File: src/rtl/wtf8_pkg.sv
// Shared types and constants for the WTF-8 byte decoder.
// Depends on nothing; every other file in rtl/ imports it.
package wtf8_pkg;

  // Byte classes that the front end assigns to each incoming byte.
  typedef enum logic [2:0] {
    CLS_ASCII,
    CLS_LEAD2,
    CLS_LEAD3,
    CLS_LEAD4,
    CLS_CONT,
    CLS_BAD
  } byte_cls_t;

  localparam int unsigned POINT_W = 21;
  localparam int unsigned BITS_W  = 7;
  localparam int unsigned REM_W   = 2;

  // Depth of the queue between the front end and the decoder back end.
  localparam int unsigned Q_DEPTH = 2;
  localparam int unsigned Q_AW    = $clog2(Q_DEPTH);

  // One classified byte as it travels through the queue.
  typedef struct packed {
    byte_cls_t          cls;
    logic [BITS_W-1:0]  bits;
    logic               last;
  } q_item_t;

endpackage

File: src/rtl/wtf8_byte_decoder.sv
// Top level of the WTF-8 byte decoder: front end, queue and back end.
// Depends on wtf8_pkg, wtf8_front, wtf8_queue and wtf8_back.
//
// Usage:
//   The input channel (in_valid/in_ready) takes one raw byte per item with a
//   flag that marks the last byte of a stream. The result channel
//   (out_valid/out_ready) gives at most one item per byte: a 21-bit code
//   point with status 0, or an error with status 1 and code point 0.
//   out_stream_end is set on a result caused by the last byte of a stream.
//   Throughput: one byte per cycle while the receiver keeps up.
//   Path: an accepted byte is first written into the queue; from the head of
//   the queue the output register takes it and raises out_valid, and the
//   receiver takes it from the output register.
//   When the receiver stalls, the output register holds its item and the
//   queue absorbs up to two more bytes before in_ready drops.
//   After an error, no further result appears until reset.
//   Reset (rst_n low, synchronous) empties the queue, drops any pending
//   result and clears the sequence state and the error latch.
module wtf8_byte_decoder (
  input  logic                         clk,
  input  logic                         rst_n,
  input  logic                         in_valid,
  output logic                         in_ready,
  input  logic [7:0]                   in_byte_in,
  input  logic                         in_stream_last,
  output logic                         out_valid,
  input  logic                         out_ready,
  output logic [wtf8_pkg::POINT_W-1:0] out_code_point,
  output logic                         out_status,
  output logic                         out_stream_end
);
  import wtf8_pkg::*;

  q_item_t front_item;
  q_item_t q_head;
  logic    q_full;
  logic    q_empty;
  logic    q_pop;

  assign in_ready = !q_full;

  // Classification of the incoming byte.
  wtf8_front u_front (
    .byte_in     (in_byte_in),
    .stream_last (in_stream_last),
    .item        (front_item)
  );

  // Decoupling queue.
  wtf8_queue u_queue (
    .clk       (clk),
    .rst_n     (rst_n),
    .push      (in_valid),
    .push_item (front_item),
    .full      (q_full),
    .pop       (q_pop),
    .empty     (q_empty),
    .head      (q_head)
  );

  // Sequence decoding and result register.
  wtf8_back u_back (
    .clk            (clk),
    .rst_n          (rst_n),
    .q_empty        (q_empty),
    .q_head         (q_head),
    .q_pop          (q_pop),
    .out_valid      (out_valid),
    .out_ready      (out_ready),
    .out_code_point (out_code_point),
    .out_status     (out_status),
    .out_stream_end (out_stream_end)
  );

endmodule

File: src/rtl/wtf8_front.sv
// Front end: classifies each incoming byte and extracts its payload bits.
// Depends on wtf8_pkg for the byte class and queue item types.
module wtf8_front (
  input  logic [7:0]        byte_in,
  input  logic              stream_last,
  output wtf8_pkg::q_item_t item
);
  import wtf8_pkg::*;

  // Decide the class from the top bits and keep only the payload bits.
  always_comb begin
    item.last = stream_last;
    item.bits = '0;
    if (byte_in inside {[8'h00:8'h7F]}) begin
      item.cls  = CLS_ASCII;
      item.bits = byte_in[6:0];
    end else if (byte_in inside {[8'h80:8'hBF]}) begin
      item.cls  = CLS_CONT;
      item.bits = {1'b0, byte_in[5:0]};
    end else if (byte_in inside {[8'hC0:8'hDF]}) begin
      item.cls  = CLS_LEAD2;
      item.bits = {2'b00, byte_in[4:0]};
    end else if (byte_in inside {[8'hE0:8'hEF]}) begin
      item.cls  = CLS_LEAD3;
      item.bits = {3'b000, byte_in[3:0]};
    end else if (byte_in inside {[8'hF0:8'hF7]}) begin
      item.cls  = CLS_LEAD4;
      item.bits = {4'b0000, byte_in[2:0]};
    end else begin
      item.cls  = CLS_BAD;
    end
  end

endmodule

File: src/rtl/wtf8_queue.sv
// Short queue of classified bytes between the front end and the back end.
// Depends on wtf8_pkg for the item type and the queue depth.
module wtf8_queue (
  input  logic              clk,
  input  logic              rst_n,
  input  logic              push,
  input  wtf8_pkg::q_item_t push_item,
  output logic              full,
  input  logic              pop,
  output logic              empty,
  output wtf8_pkg::q_item_t head
);
  import wtf8_pkg::*;

  q_item_t         mem [Q_DEPTH];
  logic [Q_AW-1:0] wr_ptr_r, wr_ptr_nxt;
  logic [Q_AW-1:0] rd_ptr_r, rd_ptr_nxt;
  logic [Q_AW:0]   count_r, count_nxt;

  assign full  = (count_r == (Q_AW+1)'(Q_DEPTH));
  assign empty = (count_r == '0);
  assign head  = mem[rd_ptr_r];

  // Pointer and fill count updates; the depth is a power of two so pointers wrap.
  always_comb begin
    wr_ptr_nxt = wr_ptr_r;
    rd_ptr_nxt = rd_ptr_r;
    count_nxt  = count_r;
    if (push && !full) begin
      wr_ptr_nxt = wr_ptr_r + 1'b1;
    end
    if (pop && !empty) begin
      rd_ptr_nxt = rd_ptr_r + 1'b1;
    end
    if ((push && !full) && !(pop && !empty)) begin
      count_nxt = count_r + 1'b1;
    end else if (!(push && !full) && (pop && !empty)) begin
      count_nxt = count_r - 1'b1;
    end
  end

  always_ff @(posedge clk) begin
    if (!rst_n) begin
      wr_ptr_r <= '0;
      rd_ptr_r <= '0;
      count_r  <= '0;
    end else begin
      wr_ptr_r <= wr_ptr_nxt;
      rd_ptr_r <= rd_ptr_nxt;
      count_r  <= count_nxt;
    end
  end

  // Storage; entries need no reset.
  always_ff @(posedge clk) begin
    if (push && !full) begin
      mem[wr_ptr_r] <= push_item;
    end
  end

endmodule

File: src/rtl/wtf8_back.sv
// Back end: runs the sequence state and drives the registered result item.
// Depends on wtf8_pkg for the item type, byte classes and widths.
module wtf8_back (
  input  logic                         clk,
  input  logic                         rst_n,
  input  logic                         q_empty,
  input  wtf8_pkg::q_item_t            q_head,
  output logic                         q_pop,
  output logic                         out_valid,
  input  logic                         out_ready,
  output logic [wtf8_pkg::POINT_W-1:0] out_code_point,
  output logic                         out_status,
  output logic                         out_stream_end
);
  import wtf8_pkg::*;

  logic [REM_W-1:0]   rem_r, rem_nxt;
  logic [POINT_W-1:0] acc_r, acc_nxt;
  logic               err_r, err_nxt;
  logic               ovalid_r, ovalid_nxt;
  logic [POINT_W-1:0] code_r, code_nxt;
  logic               status_r, status_nxt;
  logic               end_r, end_nxt;
  logic [POINT_W-1:0] shifted;

  // Take the next item whenever the output register is free or being drained.
  assign q_pop   = !q_empty && (!ovalid_r || out_ready);
  assign shifted = {acc_r[POINT_W-7:0], q_head.bits[5:0]};

  assign out_valid      = ovalid_r;
  assign out_code_point = code_r;
  assign out_status     = status_r;
  assign out_stream_end = end_r;

  // Decode step for one item and the result it produces, if any.
  always_comb begin
    logic emit_err;
    logic emit_pt;
    logic [POINT_W-1:0] pt;
    emit_err   = 1'b0;
    emit_pt    = 1'b0;
    pt         = '0;
    rem_nxt    = rem_r;
    acc_nxt    = acc_r;
    err_nxt    = err_r;
    ovalid_nxt = ovalid_r && !out_ready;
    code_nxt   = code_r;
    status_nxt = status_r;
    end_nxt    = end_r;
    if (q_pop && !err_r) begin
      if (rem_r == '0) begin
        case (q_head.cls)
          CLS_ASCII: begin
            emit_pt = 1'b1;
            pt      = POINT_W'(q_head.bits);
          end
          CLS_LEAD2: begin
            rem_nxt  = REM_W'(1);
            acc_nxt  = POINT_W'(q_head.bits);
            emit_err = q_head.last;
          end
          CLS_LEAD3: begin
            rem_nxt  = REM_W'(2);
            acc_nxt  = POINT_W'(q_head.bits);
            emit_err = q_head.last;
          end
          CLS_LEAD4: begin
            rem_nxt  = REM_W'(3);
            acc_nxt  = POINT_W'(q_head.bits);
            emit_err = q_head.last;
          end
          default: begin
            emit_err = 1'b1;
          end
        endcase
      end else if (q_head.cls != CLS_CONT) begin
        emit_err = 1'b1;
      end else begin
        rem_nxt = rem_r - 1'b1;
        if (rem_r == REM_W'(1)) begin
          emit_pt = 1'b1;
          pt      = shifted;
          acc_nxt = '0;
        end else begin
          acc_nxt  = shifted;
          emit_err = q_head.last;
        end
      end
    end
    // An error clears the sequence and blocks all later items.
    if (emit_err) begin
      err_nxt    = 1'b1;
      rem_nxt    = '0;
      acc_nxt    = '0;
      ovalid_nxt = 1'b1;
      code_nxt   = '0;
      status_nxt = 1'b1;
      end_nxt    = q_head.last;
    end else if (emit_pt) begin
      ovalid_nxt = 1'b1;
      code_nxt   = pt;
      status_nxt = 1'b0;
      end_nxt    = q_head.last;
    end
  end

  // Control state.
  always_ff @(posedge clk) begin
    if (!rst_n) begin
      rem_r    <= '0;
      acc_r    <= '0;
      err_r    <= 1'b0;
      ovalid_r <= 1'b0;
    end else begin
      rem_r    <= rem_nxt;
      acc_r    <= acc_nxt;
      err_r    <= err_nxt;
      ovalid_r <= ovalid_nxt;
    end
  end

  // Result payload.
  always_ff @(posedge clk) begin
    code_r   <= code_nxt;
    status_r <= status_nxt;
    end_r    <= end_nxt;
  end

  // Once latched, the error stays until reset.
  a_err_sticky: assert property (@(posedge clk) disable iff (!rst_n)
    err_r |=> err_r)
    else $error("error latch dropped without reset");

  // An error result is only shown once the latch is set.
  a_err_result: assert property (@(posedge clk) disable iff (!rst_n)
    (ovalid_r && status_r) |-> err_r)
    else $error("error result without latched error");

  // A latched error leaves no open sequence behind.
  a_err_idle: assert property (@(posedge clk) disable iff (!rst_n)
    err_r |-> (rem_r == '0))
    else $error("open sequence while error is latched");

  // Outside a sequence the accumulator is clear.
  a_acc_clear: assert property (@(posedge clk) disable iff (!rst_n)
    (rem_r == '0) |-> (acc_r == '0))
    else $error("accumulator not clear between sequences");

endmodule

File: config.mk
export PLATFORM = sky130hd
export DESIGN_NAME = wtf8_byte_decoder
export DESIGN_NICKNAME = d
export VERILOG_FILES = /design/src/rtl/wtf8_pkg.sv /design/src/rtl/wtf8_byte_decoder.sv /design/src/rtl/wtf8_front.sv /design/src/rtl/wtf8_queue.sv /design/src/rtl/wtf8_back.sv
export SDC_FILE = /design/constraint.sdc
export NUM_CORES = 1
export LEC_CHECK = 0
export BUFFER_PORTS_ARGS = -buffer_cell sky130_fd_sc_hd__buf_2
export CORE_ASPECT_RATIO = 0.9
export CORE_UTILIZATION = 51
export DETAILED_ROUTE_END_ITERATION = 12
export GPL_ROUTABILITY_DRIVEN = 0
export PLACE_DENSITY = 0.75
export SLEW_MARGIN = 20
export SYNTH_ARGS = -nofsm -noshare
export SYNTH_HDL_FRONTEND = slang
export SYNTH_HIERARCHICAL = 1
export SYNTH_SLANG_ARGS = --single-unit
File: constraint.sdc
create_clock -name clk -period 2.1 [get_ports clk]
set_input_delay 0.105 -clock clk [delete_from_list [all_inputs] [get_ports clk]]
set_output_delay 0.105 -clock clk [all_outputs]
set_load 0.005 [all_outputs]
==> impl_metrics.json, run 1 <==
{
  "clock_skew_ps": 7.45,
  "cts_made_buffers": 9,
  "ff2ff_path_depth": 6,
  "num_rows": 25,
  "cts_htree_levels": 3,
  "ioPinCount": 38,
  "clockRootBuffer": "clkbuf_8",
  "status": "finished, final reports clean",
  "dieWidth_um": 81.7,
  "slew_violations": 0,
  "first_global_vias": 2098,
  "grt_pass1_wl_um": 9950,
  "port_buffers": 37,
  "vdd_drop_max_uv": 770,
  "first_pass_iters": 4,
  "setup_slack_ps": 88.7,
  "synth_enable_flop_cells": 23,
  "design.die.area_sq_um": 6030,
  "dpl.hpwl_um": 4370,
  "routed_wl_um": 6080,
  "min_from": "rst_n",
  "final.period_utilization": 0.958,
  "max_slew.worst_pin.slew_ps": 532,
  "grt_overflow": 0,
  "whs_ps": 88.1,
  "antenna_found_initial": 0,
  "clkSlewWorstSetupHoldPaths_ps": 70,
  "area_growth_pct": 19.4,
  "first_iter_violations": 149,
  "grt_setup_unrepaired": "yes",
  "initial_core_util": 0.543,
  "grtUsageTotal": 0.229,
  "avgRoutedWirePerCell_um": 15.7,
  "synth_cell_types": 48,
  "reg2reg_to": "u_back/acc_r[6]",
  "yosysTopAreaCell": "dfxtp_1",
  "synthArstFlopShare": 0,
  "cellPowerDensity_nw_per_um2": 1350,
  "fin_nets": 330,
  "synth_seq_cells": 69,
  "synthFlopType": "dfxtp_1",
  "crit_fanout": 7,
  "syn_area_per_cell_sq_um": 11.2,
  "core_sq_um": 5380,
  "final_util": 0.648,
  "max_freq_mhz": 497,
  "hold_depth": 2,
  "slew_headroom": 0.645,
  "r2r_slack_ps": 90,
  "critPathCaptureType": "flip-flop",
  "hold_class": "in2reg",
  "drc": 0,
  "startpoint_type": "flip-flop",
  "maxCapViolCount": 0,
  "vias_per_cell": 5.78,
  "antenna_cells": 0,
  "place_ws_ps": -86.5,
  "cp.arrival_ps": 2260,
  "numClockSinks": 69,
  "syn_nets": 275,
  "seq_area_frac_synth": 0.552,
  "die_height_um": 73.8,
  "yosys_warnings": 6,
  "vias": 2237,
  "crit_required_ps": 2350,
  "synth_cells": 261,
  "p_leak_nw": 1.33,
  "worstSkewPairLatency_ps": 340,
  "tns_ps": 0,
  "layout-drive-gt1-share": 0.319,
  "cts_buffer_depth": 2,
  "p_total_mw": 4.71,
  "syn_area_sq_um": 2920,
  "cts_tree": "yes",
  "hold_violations": 0,
  "final_antenna_net_count": 0,
  "period_minus_slack_ps": 2010,
  "grt_max_degree": 17,
  "synth_top_area_frac": 0.315,
  "critPathKind": "reg2reg",
  "whs_endpoint": "u_queue/wr_ptr_r",
  "ys_top_cells_by_area": "dfxtp_1, edfxtp_1, o21ai_0",
  "setup_viol": 0
}
## per-stage QoR
stage          instance area [sq um]  instances
6_report                        3490        387
5_1_grt                         3490        387
4_1_cts                         3440        385
3_5_place_dp                    3220        365
3_3_place_gp                    3220        365
2_1_floorplan                   2940        261
## cell usage after synthesis (2+ instances only)
cell      number
a21boi_0       6
a21oi_1       24
a22o_1        14
a31oi_1        3
and2_1         3
buf_2          6
buf_4          2
buf_6          3
clkbuf_1       4
dfxtp_1       46
edfxtp_1      23
inv_1          9
mux2_2        11
nand2_1        2
nand2b_1       6
nand3_1        8
nand4_1       17
nor2_1         8
nor2b_1        3
nor3_2         3
nor4_2         2
o21a_1         5
o21ai_0       25
or3_1          2
xnor2_1        3
## final cells by class
type	count	area, sq um
tap	67	83.8
timing repair buffer	59	378
inverter	10	37.5
fill	433	1890
sequential	69	1610
multi-input combinational	167	1190
clock buffer	14	174
clock inverter	1	5.00
## kinds of logic after synthesis
logic type | count (synthesis) | share of synthesized area
multiplexers | 11 | 0.0424
XOR/XNOR | 4 | 0.0120
AO/OA/AOI/OAI | 87 | 0.201
flip-flops | 69 | 0.552
AND/OR/NAND/NOR | 64 | 0.143
buffers and inverters | 25 | 0.0450
adder cells (fa/ha/maj) | 1 | 0.00429
## sequential cells by signal (all words and copies together), names as in the netlist, named ones only
signal,count
u_queue/mem,22
u_back/out_code_point,21
u_back/acc_r,15
u_back/rem_r,2
u_queue/count_r,2
u_back/err_r,1
u_back/out_status,1
u_back/out_stream_end,1
u_back/out_valid,1
u_queue/rd_ptr_r,1
u_queue/wr_ptr_r,1
## what timing repair did
item / in CTS / in global routing
hold endpoints to repair: 2 / 0
resized for setup: 0 / 4
cloned: 0 / 0
pin swaps: 2 / 1
endpoints found under the setup margin: 18 / 23
buffers inserted: 4 / 2
hold buffers: 1 / 0
## report_power, final
| part | leakage [nW] | internal (mW) | switching (mW) | total, mW |
|---|---|---|---|---|
| registers | 0.591 | 1.59 | 0.153 | 1.75 |
| logic | 0.647 | 0.847 | 1.14 | 1.98 |
| clock network | 0.0917 | 0.526 | 0.448 | 0.974 |
| total | 1.33 | 2.97 | 1.74 | 4.71 |
## placed cells by master (no fill, tap or decap), types with 2 or more instances in the layout
master / count
buf_4: 19
o21ai_1: 2
nand4_1: 17
a21boi_0: 6
clkbuf_1: 3
nand3_1: 8
buf_2: 37
nor2b_1: 3
a21oi_1: 24
nor2_1: 8
clkbuf_8: 10
nor3_2: 3
mux2_2: 10
o21ai_0: 24
dfxtp_1: 45
nand2_1: 2
or3_1: 2
buf_12: 2
xnor2_1: 3
edfxtp_1: 23
o21a_1: 5
inv_2: 2
a22o_1: 14
inv_1: 8
nand2b_1: 6
a31oi_1: 3
and2_1: 3
## metal layers
layer  track usage  vias to the layer above  share of wire
li1              -                     1083              -
met1         0.289                     1071           0.45
met2         0.360                       69           0.48
met3        0.0621                       14          0.052
met4         0.113                        0          0.018
met5             0                        -              0
## worst max path at each step
stage / start / endpoint / slack (ps)
floorplan: flip-flop / u_back/out_stream_end / -20
global placement: flip-flop / u_back/rem_r[1] / -40
detailed placement: flip-flop / u_back/acc_r[1] / -90
CTS: flip-flop / u_back/acc_r[1] / 5
global route: flip-flop / u_back/acc_r[6] / -30
finish: flip-flop / u_back/acc_r[6] / 90
## critical path, stage by stage, from the launching register on
cell	delay, ps
dfxtp_2	400
mux2_4	340
or3_4	430
a21oi_2	240
o41ai_4	140
buf_4	180
a311oi_1	180
(Power assumes the default switching activity.)
==> inputs of run 2 (changes only) <==
Settings changed: ABC_AREA set to 1, CORE_UTILIZATION 51 to 52.
==> impl_metrics.json, run 2 <==
{
  "hold_class": "in2reg",
  "routed_wl_um": 6370,
  "crit_required_ps": 2390,
  "nFillCells": 497,
  "critPathCaptureType": "flip-flop",
  "synth_cell_types": 27,
  "clock_skew_ps": 4.37,
  "slew_headroom": 0.678,
  "setup_viol": 0,
  "syn_nets": 430,
  "ioPinCount": 38,
  "synth_adder_area_share": 0.00387,
  "worstSkewPairLatency_ps": 340,
  "core_sq_um": 5820,
  "maxCapViolCount": 0,
  "synth_top_family_by_area": "simple AND/OR/NAND/NOR gates",
  "synthArstFlopShare": 0,
  "avgRoutedWirePerCell_um": 11.9,
  "p_total_mw": 4.95,
  "largest_reg_flops": 22,
  "yosys-top-cells-count": "nand2_1, inv_1, dfxtp_1",
  "synth_simple_gate_area_frac": 0.323,
  "grtUsageTotal": 0.216,
  "grt_pass1_wl_um": 10800,
  "synthMuxAreaShare": 0.0383,
  "vias_per_cell": 4.81,
  "cellPowerDensity_nw_per_um2": 1360,
  "yosysTopAreaCell": "dfxtp_1",
  "port_buffers": 37,
  "period_minus_slack_ps": 1920,
  "clkSlewWorstSetupHoldPaths_ps": 70,
  "critPathKind": "reg2reg",
  "antenna_cells": 0,
  "syn_area_sq_um": 3230,
  "final.period_utilization": 0.913,
  "initial_core_util": 0.555,
  "fin_nets": 473,
  "area_growth_pct": 13.1,
  "final_cell_mix": "nand2_1, inv_1, dfxtp_1, buf_2, nor2_1",
  "dieWidth_um": 85.1,
  "synth_seq_cells": 69,
  "die_height_um": 76.8,
  "grt_overflow": 0,
  "tns_ps": 0,
  "clockRootBuffer": "clkbuf_8",
  "synth_compound_area_frac": 0.0267,
  "drc": 0,
  "hold_violations": 0,
  "cp.arrival_ps": 2210,
  "design.die.area_sq_um": 6540,
  "startpoint_type": "flip-flop",
  "first_pass_iters": 4,
  "vias": 2569,
  "synthFlopType": "dfxtp_1",
  "place_ws_ps": 12.7,
  "p_leak_nw": 1.93,
  "final_antenna_net_count": 0,
  "layout-drive-gt1-share": 0.203,
  "yosys_warnings": 6,
  "final_common_cell": "nand2_1",
  "cts_tree": "yes",
  "synth_top_area_frac": 0.285,
  "synth_enable_flop_cells": 23,
  "final_util": 0.628,
  "max_freq_mhz": 522,
  "synthXorXnorAreaFrac": 0,
  "cts_made_buffers": 9,
  "numClockSinks": 69,
  "first_iter_violations": 155,
  "grt_max_degree": 24,
  "max_slew.worst_pin.slew_ps": 483,
  "first_global_vias": 2381,
  "syn_area_per_cell_sq_um": 7.77,
  "seq_area_frac_synth": 0.498,
  "setup_slack_ps": 183,
  "crit_fanout": 14,
  "ys_top_cells_by_area": "dfxtp_1, edfxtp_1, nand2_1",
  "cts_buffer_depth": 2,
  "cts_htree_levels": 3,
  "dpl.hpwl_um": 4500,
  "regMostFlops": "u_queue/mem",
  "status": "finished, final reports clean",
  "vdd_drop_max_uv": 619,
  "yosys.cell_count.top_type": "nand2_1",
  "antenna_found_initial": 0,
  "num_rows": 26,
  "slew_violations": 0,
  "synth_cells": 416,
  "whs_ps": 65.8,
  "grt_setup_unrepaired": "no"
}
[run 2: cell types whose count changed after synthesis, moves of 5 or more]
| cell | before | now |
|---|---|---|
| a21oi_1 | 24 | 5 |
| nand4_1 | 17 | 7 |
| nand3_1 | 8 | 28 |
| nand2_1 | 2 | 155 |
| o21ai_0 | 25 | 4 |
| nor2_2 | 1 | 6 |
| nor2_1 | 8 | 30 |
| a21boi_0 | 6 | 1 |
| inv_1 | 9 | 67 |
| nand2b_1 | 6 | 0 |
| a22o_1 | 14 | 0 |
[run 2: metrics by stage]
stage | instance area [sq um] | instances
after floorplan | 3230 | 416
after global placement | 3460 | 517
after detailed placement | 3460 | 517
after CTS | 3650 | 534
after global routing | 3660 | 534
final | 3660 | 534
[run 2: layout make-up]
cell class	count	area (sq um)	area share
sequential	69	1610	0.441
inverter	71	267	0.0729
multi-input combinational	264	1270	0.348
clock inverter	4	21.3	0.00582
timing repair buffer	44	240	0.0657
clock buffer	12	155	0.0424
tap	70	87.6	0.0240
[run 2: per-layer routing]
| metal | global-route usage | up-vias | share of wire |
|---|---|---|---|
| li1 | - | 1356 | - |
| met1 | 0.275 | 1122 | 0.47 |
| met3 | 0.0710 | 11 | 0.061 |
| met4 | 0.0949 | 0 | 0.017 |
| met2 | 0.333 | 80 | 0.45 |
| met5 | 0 | - | 0 |
[run 2: worst max-delay path, stage by stage (launching register included)]
cell and delay, ps:
dfxtp_2 390, mux2_2 390, nor2_4 180, nand2_1 160, a21oi_2 140, nand2_1 90, nand2_4 160, buf_4 220
nand2_1 70, inv_1 50
[run 2: power by group]
part / switching, mW / internal (mW)
Sequential: 0.196 / 1.73
Combinational: 1.37 / 0.694
Clock: 0.474 / 0.488
[run 2: worst paths after layout]
check / from / endpoint / slack, ps / cells past startpoint
max: flip-flop / u_back/out_code_point[3] / 180 / 9
min: rst_n / u_queue/count_r[1] / 70 / 3
max reg2reg: flip-flop / u_back/out_code_point[3] / 180 / 9
min reg2reg: u_back/out_status / u_back/out_status / 450 / 2
[run 2: logic make-up after synthesis]
logic type,count (synthesis)
simple gates,238
buf+inv,83
flops,69
compound gates,14
mux,11
fa+ha+maj,1
[run 2: repair_timing]
| item | CTS | global route |
|---|---|---|
| hold buffers | 1 | 0 |
| buffers inserted | 0 | 0 |
| setup endpoints to repair | 3 | 14 |
| endpoints found under the hold margin | 2 | 0 |
| gates resized for setup | 1 | 1 |
==> inputs of run 3 (changes only) <==
Settings changed: CORE_UTILIZATION 52 to 51, PLACE_DENSITY 0.75 to 0.74, SYNTH_HIERARCHICAL 1 to unset.
==> impl_metrics.json, run 3 <==
{
  "vias_per_cell": 4.99,
  "cts_made_buffers": 9,
  "hold_violations": 0,
  "seq_area_frac_synth": 0.532,
  "critPathKind": "reg2reg",
  "cts_buffer_depth": 2,
  "routed_wl_um": 5780,
  "min_from": "rst_n",
  "final_cell_mix": "nand2_1, nand3_1, dfxtp_1, inv_1, buf_2",
  "placed_area_sq_um": 3240,
  "layout-drive-gt1-share": 0.189,
  "synth_seq_cells": 69,
  "yosys-top-cells-count": "nand2_1, nand3_1, dfxtp_1",
  "num_rows": 26,
  "slew_violations": 0,
  "antenna_cells": 0,
  "status": "finished, final reports clean",
  "design.die.area_sq_um": 6250,
  "cts-resized-gates": 0,
  "setup_slack_ps": 254,
  "final_common_cell": "nand2_1",
  "synthFlopType": "dfxtp_1",
  "drc": 0,
  "vias": 2435,
  "final.period_utilization": 0.879,
  "post-cts-setup-buffers": 0,
  "ioPinCount": 38,
  "critPathCaptureType": "flip-flop",
  "synthArstFlopShare": 0,
  "grt_pass1_wl_um": 9940,
  "hold_class": "in2reg",
  "area_growth_pct": 15.2,
  "whs_ps": 56.4,
  "slowest_stage": "dfxtp_1",
  "cp.arrival_ps": 1900,
  "setup_viol": 0,
  "initial_core_util": 0.532,
  "p_total_mw": 5.03,
  "syn_nets": 387,
  "crit_chain": "buf_4, nand2_1, nand2_1, nand4_1, nand2_2, nand2_2, nand2_1",
  "place_ws_ps": 278,
  "avgRoutedWirePerCell_um": 11.8,
  "grt_overflow": 0,
  "yosys_warnings": 0,
  "antenna_found_initial": 0,
  "maxCapViolCount": 0,
  "grtUsageTotal": 0.206,
  "slew_headroom": 0.692,
  "period_minus_slack_ps": 1850,
  "synth_top_area_frac": 0.304,
  "cts_htree_levels": 3,
  "cts_tree": "yes",
  "die_height_um": 75.1,
  "synth_cells": 373,
  "clockRootBuffer": "clkbuf_8",
  "final_antenna_net_count": 0,
  "worstSkewPairLatency_ps": 340,
  "regMostFlops": "u_queue.mem",
  "synth_cell_types": 26,
  "first_pass_iters": 4,
  "clkSlewWorstSetupHoldPaths_ps": 70,
  "crit_required_ps": 2150,
  "largest_reg_flops": 22,
  "p_leak_nw": 1.66,
  "crit_family": "simple AND/OR/NAND/NOR gates",
  "first_global_vias": 2275,
  "yosys.cell_count.top_type": "nand2_1",
  "syn_area_per_cell_sq_um": 8.12,
  "syn_area_sq_um": 3030,
  "cpMostUsedCell": "nand2_1",
  "numClockSinks": 69,
  "design_area_sq_um": 3490,
  "ys_top_cells_by_area": "dfxtp_1, edfxtp_1, nand2_1",
  "clock_skew_ps": 6.27,
  "startpoint_type": "flip-flop",
  "synth_enable_flop_cells": 23,
  "vdd_drop_max_uv": 939,
  "port_buffers": 37,
  "fin_nets": 427,
  "critPathMaxStageDelay_ps": 340,
  "first_iter_violations": 159,
  "yosysTopAreaCell": "dfxtp_1",
  "crit_fanout": 20,
  "dpl.hpwl_um": 4010,
  "cellPowerDensity_nw_per_um2": 1440,
  "max_freq_mhz": 542,
  "grt_setup_unrepaired": "no",
  "grt_max_degree": 28,
  "postCtsHoldBufs": 1,
  "path_buf_inv": 1,
  "tns_ps": 0,
  "max_slew.worst_pin.slew_ps": 460,
  "core_sq_um": 5690,
  "dieWidth_um": 83.2
}
-- run 3: cell type report --
type / instances / area, sq um
Clock buffer: 11 / 163
Clock inverter: 5 / 78.8
Fill cell: 486 / 2210
Inverter: 40 / 151
Multi-Input combinational cell: 249 / 1150
Sequential cell: 69 / 1610
Tap cell: 70 / 87.6
Timing Repair Buffer: 44 / 240
-- run 3: stage by stage --
stage                      util  std cells
after floorplan               -        373
after global routing      0.613        488
final                     0.613        488
after global placement    0.568        471
after detailed placement  0.568        471
after CTS                 0.613        488
-- run 3: where the power goes --
group	total (mW)	internal, mW	leakage [nW]	switching (mW)
Combinational	1.96	0.603	0.944	1.36
Clock	1.26	0.771	0.121	0.485
Sequential	1.81	1.67	0.591	0.144
-- run 3: path summary, 6_finish.rpt --
kind / endpoint / slack, ps / cells after the start
setup / recovery: u_back.out_stream_end / 250 / 7
hold / removal: u_back.out_valid / 60 / 3
setup reg to reg: u_back.out_stream_end / 250 / 7
hold reg to reg: u_back.out_status / 440 / 2
-- run 3: cells by family (layout without fill, tap and decap cells) --
| logic type | Yosys count | count (layout) | share of synthesized area |
|---|---|---|---|
| adder cells (fa/ha/maj) | 1 | 1 | 0.00413 |
| flip-flops | 69 | 69 | 0.532 |
| AND/OR/NAND/NOR | 217 | 217 | 0.319 |
| buffers and inverters | 55 | 100 | 0.0872 |
| AO/OA/AOI/OAI | 31 | 31 | 0.0574 |
-- run 3: tightest hold or removal path: cells and delay by family --
kind	cells	cell delay, ps
and+or+nand+nor	1	70
buffers and inverters	2	170
-- run 3: routing by layer --
metal / part of all wire / GRT usage / vias to the layer above
met5: 0 / 0 / -
met4: 0.025 / 0.103 / 0
met3: 0.054 / 0.0647 / 14
met2: 0.46 / 0.347 / 70
met1: 0.46 / 0.243 / 1082
li1: - / - / 1269
